===== config.mk =====
export PLATFORM = sky130hd
export DESIGN_NAME = tilt_gesture_mode_switch_unit
export DESIGN_NICKNAME = d
export VERILOG_FILES = /design/src/rtl/tgms_pkg.sv /design/src/rtl/tgms_ctrl.sv /design/src/rtl/tgms_dp.sv /design/src/rtl/tilt_gesture_mode_switch_unit.sv
export SDC_FILE = /design/constraint.sdc
export NUM_CORES = 2
export LEC_CHECK = 0
export BUFFER_PORTS_ARGS = -buffer_cell sky130_fd_sc_hd__buf_2
export CORE_ASPECT_RATIO = 0.9
export CORE_MARGIN = 10
export CORE_UTILIZATION = 55
export DETAILED_ROUTE_END_ITERATION = 7
export PLACE_DENSITY = 0.72
export SLEW_MARGIN = 20
export SYNTH_ARGS = -nofsm -noshare
export SYNTH_HDL_FRONTEND = slang
export SYNTH_HIERARCHICAL = 1
export SYNTH_SLANG_ARGS = --single-unit

===== constraint.sdc =====
create_clock -name clk_i -period 12.6 [get_ports clk_i]
set_input_delay 1.26 -clock clk_i [delete_from_list [all_inputs] [get_ports clk_i]]
set_output_delay 1.26 -clock clk_i [all_outputs]
set_load 0.005 [all_outputs]

===== src/rtl/tgms_pkg.sv =====
// ----------------------------------------------------------------------------
// tgms_pkg
// Shared types, constants and the CORDIC arctangent table for the tilt
// gesture mode switch.
// ----------------------------------------------------------------------------
package tgms_pkg;

  // Angle format and gesture window
  localparam int ANGLE_FRAC_BITS = 7;
  localparam int WINDOW_DEG      = 10;

  // Internal arithmetic
  localparam int CORDIC_STEPS = 20;
  localparam int INNER_FRAC   = 16;
  localparam int DIV_STEPS    = 25;
  localparam int CNT_W        = 5;
  localparam int RAW_W        = 16;
  localparam int DIFF_W       = RAW_W + 1;
  localparam int NUM_W        = 25;
  localparam int MAP_W        = 26;
  localparam int VEC_W        = 52;
  localparam int ZACC_W       = 26;
  localparam int TSUM_W       = 28;
  localparam int SCALE_SHIFT  = 24;
  localparam int DEG_W        = 9;
  localparam int ANG_W        = DEG_W + 1 + ANGLE_FRAC_BITS;
  localparam int WIN_W        = ANG_W + 1;
  localparam int OUT_ANG_W    = 16;
  localparam int COL_W        = 8;
  localparam int MAP_SCALE    = 180;
  localparam int MAP_OFFSET   = 90;
  localparam int ROUND_SHIFT  = INNER_FRAC - ANGLE_FRAC_BITS;

  // Configuration port
  localparam int CFG_DATA_W = 16;
  localparam int CFG_IDX_W  = 2;

  typedef enum logic [CFG_IDX_W-1:0] {
    CFG_MAP_IN_LOW  = 2'd0,
    CFG_MAP_IN_HIGH = 2'd1,
    CFG_DOWN_ANGLE  = 2'd2,
    CFG_MID_ANGLE   = 2'd3
  } cfg_reg_e;

  localparam logic signed [RAW_W-1:0] RST_MAP_IN_LOW  = 16'sd265;
  localparam logic signed [RAW_W-1:0] RST_MAP_IN_HIGH = 16'sd402;
  localparam logic [DEG_W-1:0]        RST_DOWN_ANGLE  = 9'd270;
  localparam logic [DEG_W-1:0]        RST_MID_ANGLE   = 9'd180;

  // Gesture modes and their colors
  localparam logic [1:0] MODE_MAGENTA = 2'd0;
  localparam logic [1:0] MODE_BLUE    = 2'd1;
  localparam logic [1:0] MODE_YELLOW  = 2'd2;
  localparam logic [COL_W-1:0] COL_FULL = 8'd255;
  localparam logic [COL_W-1:0] COL_OFF  = 8'd0;

  typedef enum logic [1:0] {
    AXIS_X = 2'd0,
    AXIS_Y = 2'd1,
    AXIS_Z = 2'd2
  } axis_e;

  typedef enum logic [3:0] {
    OP_NONE,
    OP_LOAD,
    OP_DIV_INIT,
    OP_DIV_STEP,
    OP_DIV_DONE,
    OP_COR_INIT,
    OP_COR_STEP,
    OP_COR_DONE,
    OP_FINISH
  } dp_op_e;

  typedef struct packed {
    dp_op_e             op;
    axis_e              axis;
    logic [CNT_W-1:0]   idx;
  } dp_cmd_t;

  typedef enum logic [2:0] {
    S_IDLE,
    S_DIV_INIT,
    S_DIV,
    S_DIV_DONE,
    S_COR_INIT,
    S_COR,
    S_COR_DONE,
    S_OUT
  } ctrl_state_e;

  typedef struct packed {
    logic signed [RAW_W-1:0] accel_x;
    logic signed [RAW_W-1:0] accel_y;
    logic signed [RAW_W-1:0] accel_z;
  } in_word_t;

  typedef struct packed {
    logic [OUT_ANG_W-1:0] angle_x;
    logic [OUT_ANG_W-1:0] angle_y;
    logic [OUT_ANG_W-1:0] angle_z;
    logic [1:0]           mode_now;
    logic                 color_show;
    logic [COL_W-1:0]     color_red;
    logic [COL_W-1:0]     color_green;
    logic [COL_W-1:0]     color_blue;
  } out_word_t;

  // atan(2^-i) in 2^-16 degree units
  function automatic logic signed [ZACC_W-1:0] atan_step(input logic [CNT_W-1:0] i);
    logic signed [ZACC_W-1:0] v;
    unique case (i)
      5'd0:    v = 26'sd2949120;
      5'd1:    v = 26'sd1740967;
      5'd2:    v = 26'sd919879;
      5'd3:    v = 26'sd466945;
      5'd4:    v = 26'sd234379;
      5'd5:    v = 26'sd117304;
      5'd6:    v = 26'sd58666;
      5'd7:    v = 26'sd29335;
      5'd8:    v = 26'sd14668;
      5'd9:    v = 26'sd7334;
      5'd10:   v = 26'sd3667;
      5'd11:   v = 26'sd1833;
      5'd12:   v = 26'sd917;
      5'd13:   v = 26'sd458;
      5'd14:   v = 26'sd229;
      5'd15:   v = 26'sd115;
      5'd16:   v = 26'sd57;
      5'd17:   v = 26'sd29;
      5'd18:   v = 26'sd14;
      5'd19:   v = 26'sd7;
      default: v = '0;
    endcase
    return v;
  endfunction

endpackage


===== src/rtl/tgms_ctrl.sv =====
// ----------------------------------------------------------------------------
// tgms_ctrl
// Sequencer: runs three divisions, then three CORDIC passes, then hands the
// finished word to the output register.
// ----------------------------------------------------------------------------
module tgms_ctrl (
  input  logic              clk_i,
  input  logic              rst_ni,
  input  logic              in_valid_i,
  output logic              in_ready_o,
  output logic              out_valid_o,
  input  logic              out_ready_i,
  output tgms_pkg::dp_cmd_t cmd_o
);

  tgms_pkg::ctrl_state_e         state_q, state_d;
  logic [tgms_pkg::CNT_W-1:0]    cnt_q, cnt_d;
  tgms_pkg::axis_e               axis_q, axis_d, axis_nxt;
  logic                          out_valid_q, out_valid_d;
  logic                          finish;

  always_ff @(posedge clk_i or negedge rst_ni) begin
    if (!rst_ni) begin
      state_q     <= tgms_pkg::S_IDLE;
      cnt_q       <= '0;
      axis_q      <= tgms_pkg::AXIS_X;
      out_valid_q <= 1'b0;
    end else begin
      state_q     <= state_d;
      cnt_q       <= cnt_d;
      axis_q      <= axis_d;
      out_valid_q <= out_valid_d;
    end
  end

  always_comb begin
    unique case (axis_q)
      tgms_pkg::AXIS_X: axis_nxt = tgms_pkg::AXIS_Y;
      tgms_pkg::AXIS_Y: axis_nxt = tgms_pkg::AXIS_Z;
      default:          axis_nxt = tgms_pkg::AXIS_X;
    endcase
  end

  always_comb begin
    state_d    = state_q;
    cnt_d      = cnt_q;
    axis_d     = axis_q;
    in_ready_o = 1'b0;
    finish     = 1'b0;
    cmd_o.op   = tgms_pkg::OP_NONE;
    cmd_o.axis = axis_q;
    cmd_o.idx  = cnt_q;
    unique case (state_q)
      tgms_pkg::S_IDLE: begin
        in_ready_o = 1'b1;
        if (in_valid_i) begin
          cmd_o.op = tgms_pkg::OP_LOAD;
          axis_d   = tgms_pkg::AXIS_X;
          state_d  = tgms_pkg::S_DIV_INIT;
        end
      end
      tgms_pkg::S_DIV_INIT: begin
        cmd_o.op = tgms_pkg::OP_DIV_INIT;
        cnt_d    = '0;
        state_d  = tgms_pkg::S_DIV;
      end
      tgms_pkg::S_DIV: begin
        cmd_o.op = tgms_pkg::OP_DIV_STEP;
        if (cnt_q == tgms_pkg::CNT_W'(tgms_pkg::DIV_STEPS - 1)) begin
          state_d = tgms_pkg::S_DIV_DONE;
        end else begin
          cnt_d = cnt_q + 1'b1;
        end
      end
      tgms_pkg::S_DIV_DONE: begin
        cmd_o.op = tgms_pkg::OP_DIV_DONE;
        axis_d   = axis_nxt;
        if (axis_q == tgms_pkg::AXIS_Z) begin
          state_d = tgms_pkg::S_COR_INIT;
        end else begin
          state_d = tgms_pkg::S_DIV_INIT;
        end
      end
      tgms_pkg::S_COR_INIT: begin
        cmd_o.op = tgms_pkg::OP_COR_INIT;
        cnt_d    = '0;
        state_d  = tgms_pkg::S_COR;
      end
      tgms_pkg::S_COR: begin
        cmd_o.op = tgms_pkg::OP_COR_STEP;
        if (cnt_q == tgms_pkg::CNT_W'(tgms_pkg::CORDIC_STEPS - 1)) begin
          state_d = tgms_pkg::S_COR_DONE;
        end else begin
          cnt_d = cnt_q + 1'b1;
        end
      end
      tgms_pkg::S_COR_DONE: begin
        cmd_o.op = tgms_pkg::OP_COR_DONE;
        axis_d   = axis_nxt;
        if (axis_q == tgms_pkg::AXIS_Z) begin
          state_d = tgms_pkg::S_OUT;
        end else begin
          state_d = tgms_pkg::S_COR_INIT;
        end
      end
      tgms_pkg::S_OUT: begin
        // wait for a free output slot
        if (!out_valid_q || out_ready_i) begin
          cmd_o.op = tgms_pkg::OP_FINISH;
          finish   = 1'b1;
          state_d  = tgms_pkg::S_IDLE;
        end
      end
      default: begin
        state_d = tgms_pkg::S_IDLE;
      end
    endcase
  end

  always_comb begin
    if (finish) begin
      out_valid_d = 1'b1;
    end else if (out_ready_i) begin
      out_valid_d = 1'b0;
    end else begin
      out_valid_d = out_valid_q;
    end
  end

  assign out_valid_o = out_valid_q;

  a_busy_after_accept: assert property (@(posedge clk_i) disable iff (!rst_ni)
    (in_valid_i && in_ready_o) |=> !in_ready_o)
    else $error("input taken while a word is in flight");

  a_div_cnt_range: assert property (@(posedge clk_i) disable iff (!rst_ni)
    (state_q == tgms_pkg::S_DIV) |-> (cnt_q < tgms_pkg::CNT_W'(tgms_pkg::DIV_STEPS)))
    else $error("divider step count out of range");

  a_valid_from_finish: assert property (@(posedge clk_i) disable iff (!rst_ni)
    $rose(out_valid_o) |-> ($past(state_q) == tgms_pkg::S_OUT))
    else $error("output valid raised outside the finish step");

endmodule


===== src/rtl/tgms_dp.sv =====
// ----------------------------------------------------------------------------
// tgms_dp
// Datapath: config registers, shared restoring divider for the axis map,
// shared vectoring CORDIC for atan2, gesture mode logic, output register.
// ----------------------------------------------------------------------------
module tgms_dp (
  input  logic                            clk_i,
  input  logic                            rst_ni,
  input  logic                            cfg_we_i,
  input  logic [tgms_pkg::CFG_IDX_W-1:0]  cfg_idx_i,
  input  logic [tgms_pkg::CFG_DATA_W-1:0] cfg_data_i,
  input  tgms_pkg::dp_cmd_t               cmd_i,
  input  tgms_pkg::in_word_t              in_word_i,
  output tgms_pkg::out_word_t             out_word_o
);

  localparam int RW = tgms_pkg::RAW_W;
  localparam int DW = tgms_pkg::DIFF_W;
  localparam int NW = tgms_pkg::NUM_W;
  localparam int MW = tgms_pkg::MAP_W;
  localparam int AW = tgms_pkg::MAP_W + 1;
  localparam int VW = tgms_pkg::VEC_W;
  localparam int ZW = tgms_pkg::ZACC_W;
  localparam int TW = tgms_pkg::TSUM_W;
  localparam int GW = tgms_pkg::ANG_W;
  localparam int WW = tgms_pkg::WIN_W;
  localparam int FB = tgms_pkg::ANGLE_FRAC_BITS;
  localparam logic signed [TW-1:0] FULL_T = TW'(360 <<< tgms_pkg::INNER_FRAC);
  localparam logic signed [TW-1:0] HALF_T = TW'(1 <<< (tgms_pkg::ROUND_SHIFT - 1));
  localparam logic [GW-1:0] ANG_360 = GW'(360 << FB);
  localparam logic [GW-1:0] ANG_180 = GW'(180 << FB);

  // config
  logic signed [RW-1:0]            low_q, high_q;
  logic [tgms_pkg::DEG_W-1:0]      down_q, mid_q;

  always_ff @(posedge clk_i or negedge rst_ni) begin
    if (!rst_ni) begin
      low_q  <= tgms_pkg::RST_MAP_IN_LOW;
      high_q <= tgms_pkg::RST_MAP_IN_HIGH;
      down_q <= tgms_pkg::RST_DOWN_ANGLE;
      mid_q  <= tgms_pkg::RST_MID_ANGLE;
    end else if (cfg_we_i) begin
      unique case (tgms_pkg::cfg_reg_e'(cfg_idx_i))
        tgms_pkg::CFG_MAP_IN_LOW:  low_q  <= cfg_data_i[RW-1:0];
        tgms_pkg::CFG_MAP_IN_HIGH: high_q <= cfg_data_i[RW-1:0];
        tgms_pkg::CFG_DOWN_ANGLE:  down_q <= cfg_data_i[tgms_pkg::DEG_W-1:0];
        tgms_pkg::CFG_MID_ANGLE:   mid_q  <= cfg_data_i[tgms_pkg::DEG_W-1:0];
        default: ;
      endcase
    end
  end

  // sample capture
  logic signed [RW-1:0] raw_x_q, raw_y_q, raw_z_q, raw;

  always_ff @(posedge clk_i) begin
    if (cmd_i.op == tgms_pkg::OP_LOAD) begin
      raw_x_q <= in_word_i.accel_x;
      raw_y_q <= in_word_i.accel_y;
      raw_z_q <= in_word_i.accel_z;
    end
  end

  always_comb begin
    unique case (cmd_i.axis)
      tgms_pkg::AXIS_X: raw = raw_x_q;
      tgms_pkg::AXIS_Y: raw = raw_y_q;
      default:          raw = raw_z_q;
    endcase
  end

  // axis map: (raw - low) * 180 / (high - low) - 90, truncating division
  logic signed [DW-1:0] diff, den;
  logic signed [NW-1:0] num;
  logic [NW-1:0]        num_mag;
  logic [DW-1:0]        den_mag;
  logic [DW-1:0]        rem_q, rem_d, dmag_q;
  logic [NW-1:0]        quo_q, quo_d;
  logic                 neg_q;
  logic [DW:0]          part;
  logic                 part_ge;
  logic signed [MW-1:0] quo_s, mapped;
  logic signed [MW-1:0] mx_q, my_q, mz_q;

  assign diff    = DW'(raw) - DW'(low_q);
  assign den     = DW'(high_q) - DW'(low_q);
  assign num     = NW'(diff) * NW'(tgms_pkg::MAP_SCALE);
  assign num_mag = num[NW-1] ? NW'(-num) : NW'(num);
  assign den_mag = den[DW-1] ? DW'(-den) : DW'(den);

  assign part    = {rem_q, quo_q[NW-1]};
  assign part_ge = (part >= {1'b0, dmag_q});

  always_comb begin
    rem_d = rem_q;
    quo_d = quo_q;
    if (cmd_i.op == tgms_pkg::OP_DIV_INIT) begin
      rem_d = '0;
      quo_d = num_mag;
    end else if (cmd_i.op == tgms_pkg::OP_DIV_STEP) begin
      rem_d = part_ge ? DW'(part - {1'b0, dmag_q}) : DW'(part);
      quo_d = {quo_q[NW-2:0], part_ge};
    end
  end

  always_ff @(posedge clk_i) begin
    rem_q <= rem_d;
    quo_q <= quo_d;
    if (cmd_i.op == tgms_pkg::OP_DIV_INIT) begin
      dmag_q <= den_mag;
      neg_q  <= num[NW-1] ^ den[DW-1];
    end
  end

  assign quo_s  = neg_q ? -$signed(MW'(quo_q)) : $signed(MW'(quo_q));
  // equal bounds map everything to -90
  assign mapped = (den == '0) ? -MW'(tgms_pkg::MAP_OFFSET)
                              : quo_s - MW'(tgms_pkg::MAP_OFFSET);

  always_ff @(posedge clk_i) begin
    if (cmd_i.op == tgms_pkg::OP_DIV_DONE) begin
      unique case (cmd_i.axis)
        tgms_pkg::AXIS_X: mx_q <= mapped;
        tgms_pkg::AXIS_Y: my_q <= mapped;
        default:          mz_q <= mapped;
      endcase
    end
  end

  // atan2(a, b) + 180 by vectoring CORDIC
  logic signed [AW-1:0] arg_a, arg_b, vx0, vy0;
  logic                 a_zero_q, b_neg_q;
  logic [tgms_pkg::DEG_W-1:0] off_q, off_d;
  logic signed [VW-1:0] x_q, y_q, xs, ys;
  logic signed [ZW-1:0] z_q, atan_v;
  logic signed [TW-1:0] tsum, tclamp, tround;
  logic [TW-1:0]        tshift;
  logic [GW-1:0]        ang;
  logic [GW-1:0]        angx_q, angy_q, angz_q;

  always_comb begin
    unique case (cmd_i.axis)
      tgms_pkg::AXIS_X: begin
        arg_a = -AW'(my_q);
        arg_b = -AW'(mz_q);
      end
      tgms_pkg::AXIS_Y: begin
        arg_a = -AW'(mx_q);
        arg_b = -AW'(mz_q);
      end
      default: begin
        arg_a = -AW'(my_q);
        arg_b = -AW'(mx_q);
      end
    endcase
  end

  always_comb begin
    if (arg_b[AW-1]) begin
      vx0   = -arg_b;
      vy0   = -arg_a;
      off_d = arg_a[AW-1] ? 9'd0 : 9'd360;
    end else begin
      vx0   = arg_b;
      vy0   = arg_a;
      off_d = 9'd180;
    end
  end

  assign xs     = x_q >>> cmd_i.idx;
  assign ys     = y_q >>> cmd_i.idx;
  assign atan_v = tgms_pkg::atan_step(cmd_i.idx);

  always_ff @(posedge clk_i) begin
    if (cmd_i.op == tgms_pkg::OP_COR_INIT) begin
      x_q      <= VW'(vx0) <<< tgms_pkg::SCALE_SHIFT;
      y_q      <= VW'(vy0) <<< tgms_pkg::SCALE_SHIFT;
      z_q      <= '0;
      a_zero_q <= (arg_a == '0);
      b_neg_q  <= arg_b[AW-1];
      off_q    <= off_d;
    end else if (cmd_i.op == tgms_pkg::OP_COR_STEP) begin
      if (!y_q[VW-1]) begin
        x_q <= x_q + ys;
        y_q <= y_q - xs;
        z_q <= z_q + atan_v;
      end else begin
        x_q <= x_q - ys;
        y_q <= y_q + xs;
        z_q <= z_q - atan_v;
      end
    end
  end

  assign tsum   = $signed(TW'(off_q) << tgms_pkg::INNER_FRAC) + TW'(z_q);
  assign tclamp = tsum[TW-1] ? '0 : ((tsum > FULL_T) ? FULL_T : tsum);
  assign tround = tclamp + HALF_T;
  assign tshift = tround >>> tgms_pkg::ROUND_SHIFT;

  always_comb begin
    if (a_zero_q) begin
      ang = b_neg_q ? ANG_360 : ANG_180;
    end else begin
      ang = tshift[GW-1:0];
    end
  end

  always_ff @(posedge clk_i) begin
    if (cmd_i.op == tgms_pkg::OP_COR_DONE) begin
      unique case (cmd_i.axis)
        tgms_pkg::AXIS_X: angx_q <= ang;
        tgms_pkg::AXIS_Y: angy_q <= ang;
        default:          angz_q <= ang;
      endcase
    end
  end

  // gesture windows on the Y angle
  logic signed [WW-1:0] ang_s, dlo, dhi, mlo, mhi;
  logic                 in_down, in_mid, trig, latch_mid;
  logic                 latch_q, latch_d;
  logic [1:0]           mode_q, mode_d;
  logic [tgms_pkg::COL_W-1:0] red, green, blue;

  assign ang_s = $signed({1'b0, angy_q});
  assign dlo = (WW'($signed({1'b0, down_q})) - WW'(tgms_pkg::WINDOW_DEG)) <<< FB;
  assign dhi = (WW'($signed({1'b0, down_q})) + WW'(tgms_pkg::WINDOW_DEG)) <<< FB;
  assign mlo = (WW'($signed({1'b0, mid_q})) - WW'(tgms_pkg::WINDOW_DEG)) <<< FB;
  assign mhi = (WW'($signed({1'b0, mid_q})) + WW'(tgms_pkg::WINDOW_DEG)) <<< FB;

  assign in_down   = (dlo < ang_s) && (ang_s < dhi);
  assign in_mid    = (mlo < ang_s) && (ang_s < mhi);
  assign trig      = in_down && !latch_q;
  assign latch_mid = trig | latch_q;
  assign latch_d   = latch_mid && !in_mid;

  always_comb begin
    mode_d = mode_q;
    red    = tgms_pkg::COL_OFF;
    green  = tgms_pkg::COL_OFF;
    blue   = tgms_pkg::COL_OFF;
    if (trig) begin
      case (mode_q)
        tgms_pkg::MODE_MAGENTA: begin
          mode_d = tgms_pkg::MODE_BLUE;
          blue   = tgms_pkg::COL_FULL;
        end
        tgms_pkg::MODE_BLUE: begin
          mode_d = tgms_pkg::MODE_YELLOW;
          red    = tgms_pkg::COL_FULL;
          green  = tgms_pkg::COL_FULL;
        end
        default: begin
          mode_d = tgms_pkg::MODE_MAGENTA;
          red    = tgms_pkg::COL_FULL;
          blue   = tgms_pkg::COL_FULL;
        end
      endcase
    end
  end

  always_ff @(posedge clk_i or negedge rst_ni) begin
    if (!rst_ni) begin
      mode_q  <= tgms_pkg::MODE_MAGENTA;
      latch_q <= 1'b0;
    end else if (cmd_i.op == tgms_pkg::OP_FINISH) begin
      mode_q  <= mode_d;
      latch_q <= latch_d;
    end
  end

  // output word
  logic [31:0]         ax32, ay32, az32;
  tgms_pkg::out_word_t out_q;

  assign ax32 = 32'(angx_q);
  assign ay32 = 32'(angy_q);
  assign az32 = 32'(angz_q);

  always_ff @(posedge clk_i) begin
    if (cmd_i.op == tgms_pkg::OP_FINISH) begin
      out_q.angle_x     <= ax32[tgms_pkg::OUT_ANG_W-1:0];
      out_q.angle_y     <= ay32[tgms_pkg::OUT_ANG_W-1:0];
      out_q.angle_z     <= az32[tgms_pkg::OUT_ANG_W-1:0];
      out_q.mode_now    <= mode_d;
      out_q.color_show  <= trig;
      out_q.color_red   <= red;
      out_q.color_green <= green;
      out_q.color_blue  <= blue;
    end
  end

  assign out_word_o = out_q;

  a_mode_valid: assert property (@(posedge clk_i) disable iff (!rst_ni)
    (mode_q == tgms_pkg::MODE_MAGENTA || mode_q == tgms_pkg::MODE_BLUE ||
     mode_q == tgms_pkg::MODE_YELLOW))
    else $error("gesture mode left its cycle");

  a_step_shows: assert property (@(posedge clk_i) disable iff (!rst_ni)
    (cmd_i.op == tgms_pkg::OP_FINISH && trig) |=>
      (out_word_o.color_show && mode_q != $past(mode_q)))
    else $error("mode step not reflected in output word");

endmodule


===== src/rtl/tilt_gesture_mode_switch_unit.sv =====
// ----------------------------------------------------------------------------
// tilt_gesture_mode_switch_unit
// Accelerometer tilt angles (atan2) and a three-color gesture mode switch.
// ----------------------------------------------------------------------------
// Usage:
//   Input channel (in_valid_i / in_ready_o / in_word_i) takes one word with
//   a raw X, Y, Z accelerometer sample. Output channel (out_valid_o /
//   out_ready_i / out_word_o) returns exactly one word per input word: three
//   tilt angles in degrees times 128, the gesture mode and the color to show.
//   Config writes (cfg_we_i, cfg_idx_i, cfg_data_i) are registered; only
//   write them while no word is in flight.
// Sequencing:
//   One word at a time. After acceptance the block runs three 25-step
//   divisions (one shared restoring divider, one division per axis) and
//   three 20-step CORDIC passes (one shared unit, one pass per axis), then
//   a finish step that loads the output register; the next word is taken
//   only after that finish step.
// Reset:
//   Config registers return to their defaults (265, 402, 270, 180), mode to
//   zero with the trigger latch armed, and the output register empties.
// Stall:
//   A finished word sits in the output register while out_ready_i is low.
//   The next word is taken and computed meanwhile; it waits in its finish
//   step until the output register is free.
// ----------------------------------------------------------------------------
module tilt_gesture_mode_switch_unit (
  input  logic                            clk_i,
  input  logic                            rst_ni,
  input  logic                            cfg_we_i,
  input  logic [tgms_pkg::CFG_IDX_W-1:0]  cfg_idx_i,
  input  logic [tgms_pkg::CFG_DATA_W-1:0] cfg_data_i,
  input  logic                            in_valid_i,
  output logic                            in_ready_o,
  input  tgms_pkg::in_word_t              in_word_i,
  output logic                            out_valid_o,
  input  logic                            out_ready_i,
  output tgms_pkg::out_word_t             out_word_o
);

  // command bundle from sequencer to datapath
  tgms_pkg::dp_cmd_t cmd;

  tgms_ctrl u_ctrl (
    .clk_i       (clk_i),
    .rst_ni      (rst_ni),
    .in_valid_i  (in_valid_i),
    .in_ready_o  (in_ready_o),
    .out_valid_o (out_valid_o),
    .out_ready_i (out_ready_i),
    .cmd_o       (cmd)
  );

  tgms_dp u_dp (
    .clk_i      (clk_i),
    .rst_ni     (rst_ni),
    .cfg_we_i   (cfg_we_i),
    .cfg_idx_i  (cfg_idx_i),
    .cfg_data_i (cfg_data_i),
    .cmd_i      (cmd),
    .in_word_i  (in_word_i),
    .out_word_o (out_word_o)
  );

endmodule

==> reports/metrics.cfg <==
[final_layout]
fin_nets=5357
final_layout_size_suffix_gt1_share_pct=12.46
areaGrowthSynthToFinish_pct=7.047

[cts]
insertion_delay_ns=0.65
postCtsSetupRepairBufs=0
clock_path_buffers=3
numClockSinks=488
cts_hold_buffers=0
cts_tree=yes
htreeDepth=2
cts_buffers=54
clkTransAtPathRegs_ns=0.07
cts_resized=0
root_buffer=clkbuf_16

[sta]
final-hold-violation-count=0
final.min_clock_period_ns=8.525
finalWorstSetupSlack_ns=4.075
slew_viol_final=0
fin_tns_setup_ns=0
slew_headroom_pct=14.79
fmaxAchievable_ghz=0.1173
rsz0062_at_grt=false
finClkSkew_ns=0.03875
final.period_utilization_pct=67.66
tightest_slew_ns=1.268
setup_viol=0

[synthesis]
synthTopCellsByArea=edfxtp_1 (22%), ha_1 (8.3%), mux4_2 (5.5%)
synth_common_cells=nand2_1 (432), nor2_1 (365), edfxtp_1 (333)
yosysWarnings=6
synth_edf_count=333
ys.flop_type=edfxtp_1
postSynthAreaPerCell_um2=9.174
synthAdderAreaFrac_pct=9.955
synth-seq-area-share_pct=29.61
synth_cell_type_count=119
synthArstFlopShare_pct=13.11
synth-xor-area-share_pct=9.990
synthCells=4949
synth_mux_area_share_pct=11.88
synth_compound_area_share_pct=18.50
ys_ff_latch=488
synth_top_area_cell=edfxtp_1
yosysMostFrequentCell=nand2_1
synth-simple-area-share_pct=15.27
synth_top_family_by_area=compound AO/OA/AOI/OAI gates
syn-cell-area_mm2=0.04540
synth_top_area_share_pct=22.03
syn-num-nets=5359

[critical_path]
r2r_slack_ns=4.08
criticalPathCategory=flop to flop
crit_required_ns=12.97
arrival_ns=8.89
worstPathMaxFanout=61
critPathLaunchType=flop
cp-end-kind=flop

[job]
cap_violations=0

[die]
fp.dieArea_mm2=0.09445
die_w_um=322.8
initial_utilization_pct=55.70
rows=99
dieHeight_um=292.6
core_mm2=0.08151
top_level_ports=148

[grt]
grt.overflow.total=0
first_global_vias=36560
grt_usage_pct=28.04
antenna_found_initial=7
grt_pass1_wl_um=212700
grt_max_degree=114

[detailed_routing]
ant_nets=0
drc_errors=0
drt-pass1-iter-count=8
routedWlPerCell_um=22.73
vias_per_cell=6.498
drt_iter0_drc=4185
drt-total-wl_um=137600
num_vias=39360

[status]
outcome=finished, final reports clean

[pwr]
ir_drop_uv=463.1
p_leak_nw=18.80
power_density_mw_per_mm2=156.3

[place]
place_hpwl_um=104300
io_buffers=147
place_ws_ns=4.466
gp_congestion=1.082

[min_path]
min_path_type=flop to flop

final timing paths:
path,startpoint,endpoint,cells past startpoint
worst max-delay path,u_ctrl/cnt_q[0],u_dp/x_q[44],21
worst min-delay path,u_dp/angz_q[0],u_dp/out_word_o[27],0
worst max register to register,u_ctrl/cnt_q[0],u_dp/x_q[44],21
worst min register to register,u_dp/angz_q[0],u_dp/out_word_o[27],0
max in group asynchronous,rst_ni,u_ctrl/cnt_q[3],2
min in group asynchronous,rst_ni,u_ctrl/out_valid_o,2
layout by cell type, fill, tap and decap left out, drive strengths merged, types with 114 or more instances in the layout:
| master | synthesis | final |
|---|---|---|
| edfxtp | 333 | 333 |
| buf | 113 | 197 |
| ha | 302 | 302 |
| inv | 231 | 236 |
| xor2 | 244 | 244 |
| a21oi | 310 | 310 |
| mux2i | 148 | 148 |
| o21ai | 334 | 334 |
| mux2 | 114 | 114 |
| nand2 | 433 | 433 |
| nor2 | 366 | 366 |
| mux4 | 114 | 114 |
| xnor2 | 273 | 273 |
final cells by class:
cell class / instances / area (µm²)
Timing Repair Buffer: 197 / 1124
Sequential cell: 488 / 13460
Inverter: 234 / 880.8
Antenna cell: 4 / 10.01
Multi-Input combinational cell: 3972 / 29840
Tap cell: 1060 / 1326
Clock inverter: 35 / 459.2
Fill cell: 7088 / 32910
Clock buffer: 67 / 1503
critical path, cell delays in order (launching register included):
cell and delay, ns:
dfrtp_4 0.56, buf_4 0.73, mux4_2 0.66, mux2i_1 0.27
o22ai_1 0.14, nor2_1 0.38, nand4_1 0.27, nor4_1 0.90
a21oi_1 0.19, xor2_1 0.19, ha_1 0.40, and3_1 0.20
nand4_1 0.13, or3_1 0.36, o21ai_0 0.43, a211oi_1 0.29
o31ai_1 0.84, a31oi_1 0.22, o31a_1 0.39, o31ai_1 0.35
xnor2_1 0.18, o22ai_1 0.11
metal layers:
layer | vias up | routed length, µm | global-route usage [%]
met4 | 6 | 4300 | 8.182
met2 | 1930 | 58020 | 41.44
met1 | 18810 | 59600 | 39.14
met5 | - | 115 | 0.6715
met3 | 343 | 15620 | 8.417
li1 | 18270 | - | -
report_power, final:
group	leakage [nW]	switching, mW	internal [mW]	total, mW
Clock	0.946	0.720	1.01	1.73
Combinational	13.4	2.34	1.61	3.95
Sequential	4.43	0.0791	1.85	1.93
Total	18.8	3.14	4.46	7.60
cells by family after synthesis:
family | count (synthesis)
AOI/OAI and AO/OA | 1310
xor gates and xnor gates | 517
adders and majority gates | 339
buffers and inverters | 489
DFF | 488
muxes | 376
other | 1
and+or+nand+nor | 1429
flip-flops by register name (all words and copies together), names as in the netlist, 17 cells and up:
register and flops:
u_dp/out_word_o 54, u_dp/x_q 52, u_dp/y_q 52, u_dp/mx_q 26, u_dp/my_q 26, u_dp/mz_q 26, u_dp/z_q 26, u_dp/quo_q 25
u_dp/angy_q 17, u_dp/dmag_q 17, u_dp/rem_q 17
metrics by stage:
step / utilization, % / power [mW] / cells / area (µm²) / hold WS, ns
after floorplan: - / 5.006 / 4949 / 45400 / 0.4003
after global placement: 57.20 / 5.748 / 5951 / 46620 / 0.4004
after detailed placement: 57.20 / 5.832 / 5951 / 46620 / 0.4045
after CTS: 59.61 / 7.595 / 6053 / 48590 / 0.4171
final: 59.63 / 7.598 / 6057 / 48600 / 0.4173
after global routing: 59.62 / 8.223 / 6055 / 48590 / 0.4214
Power figures use the tool's default switching activity.
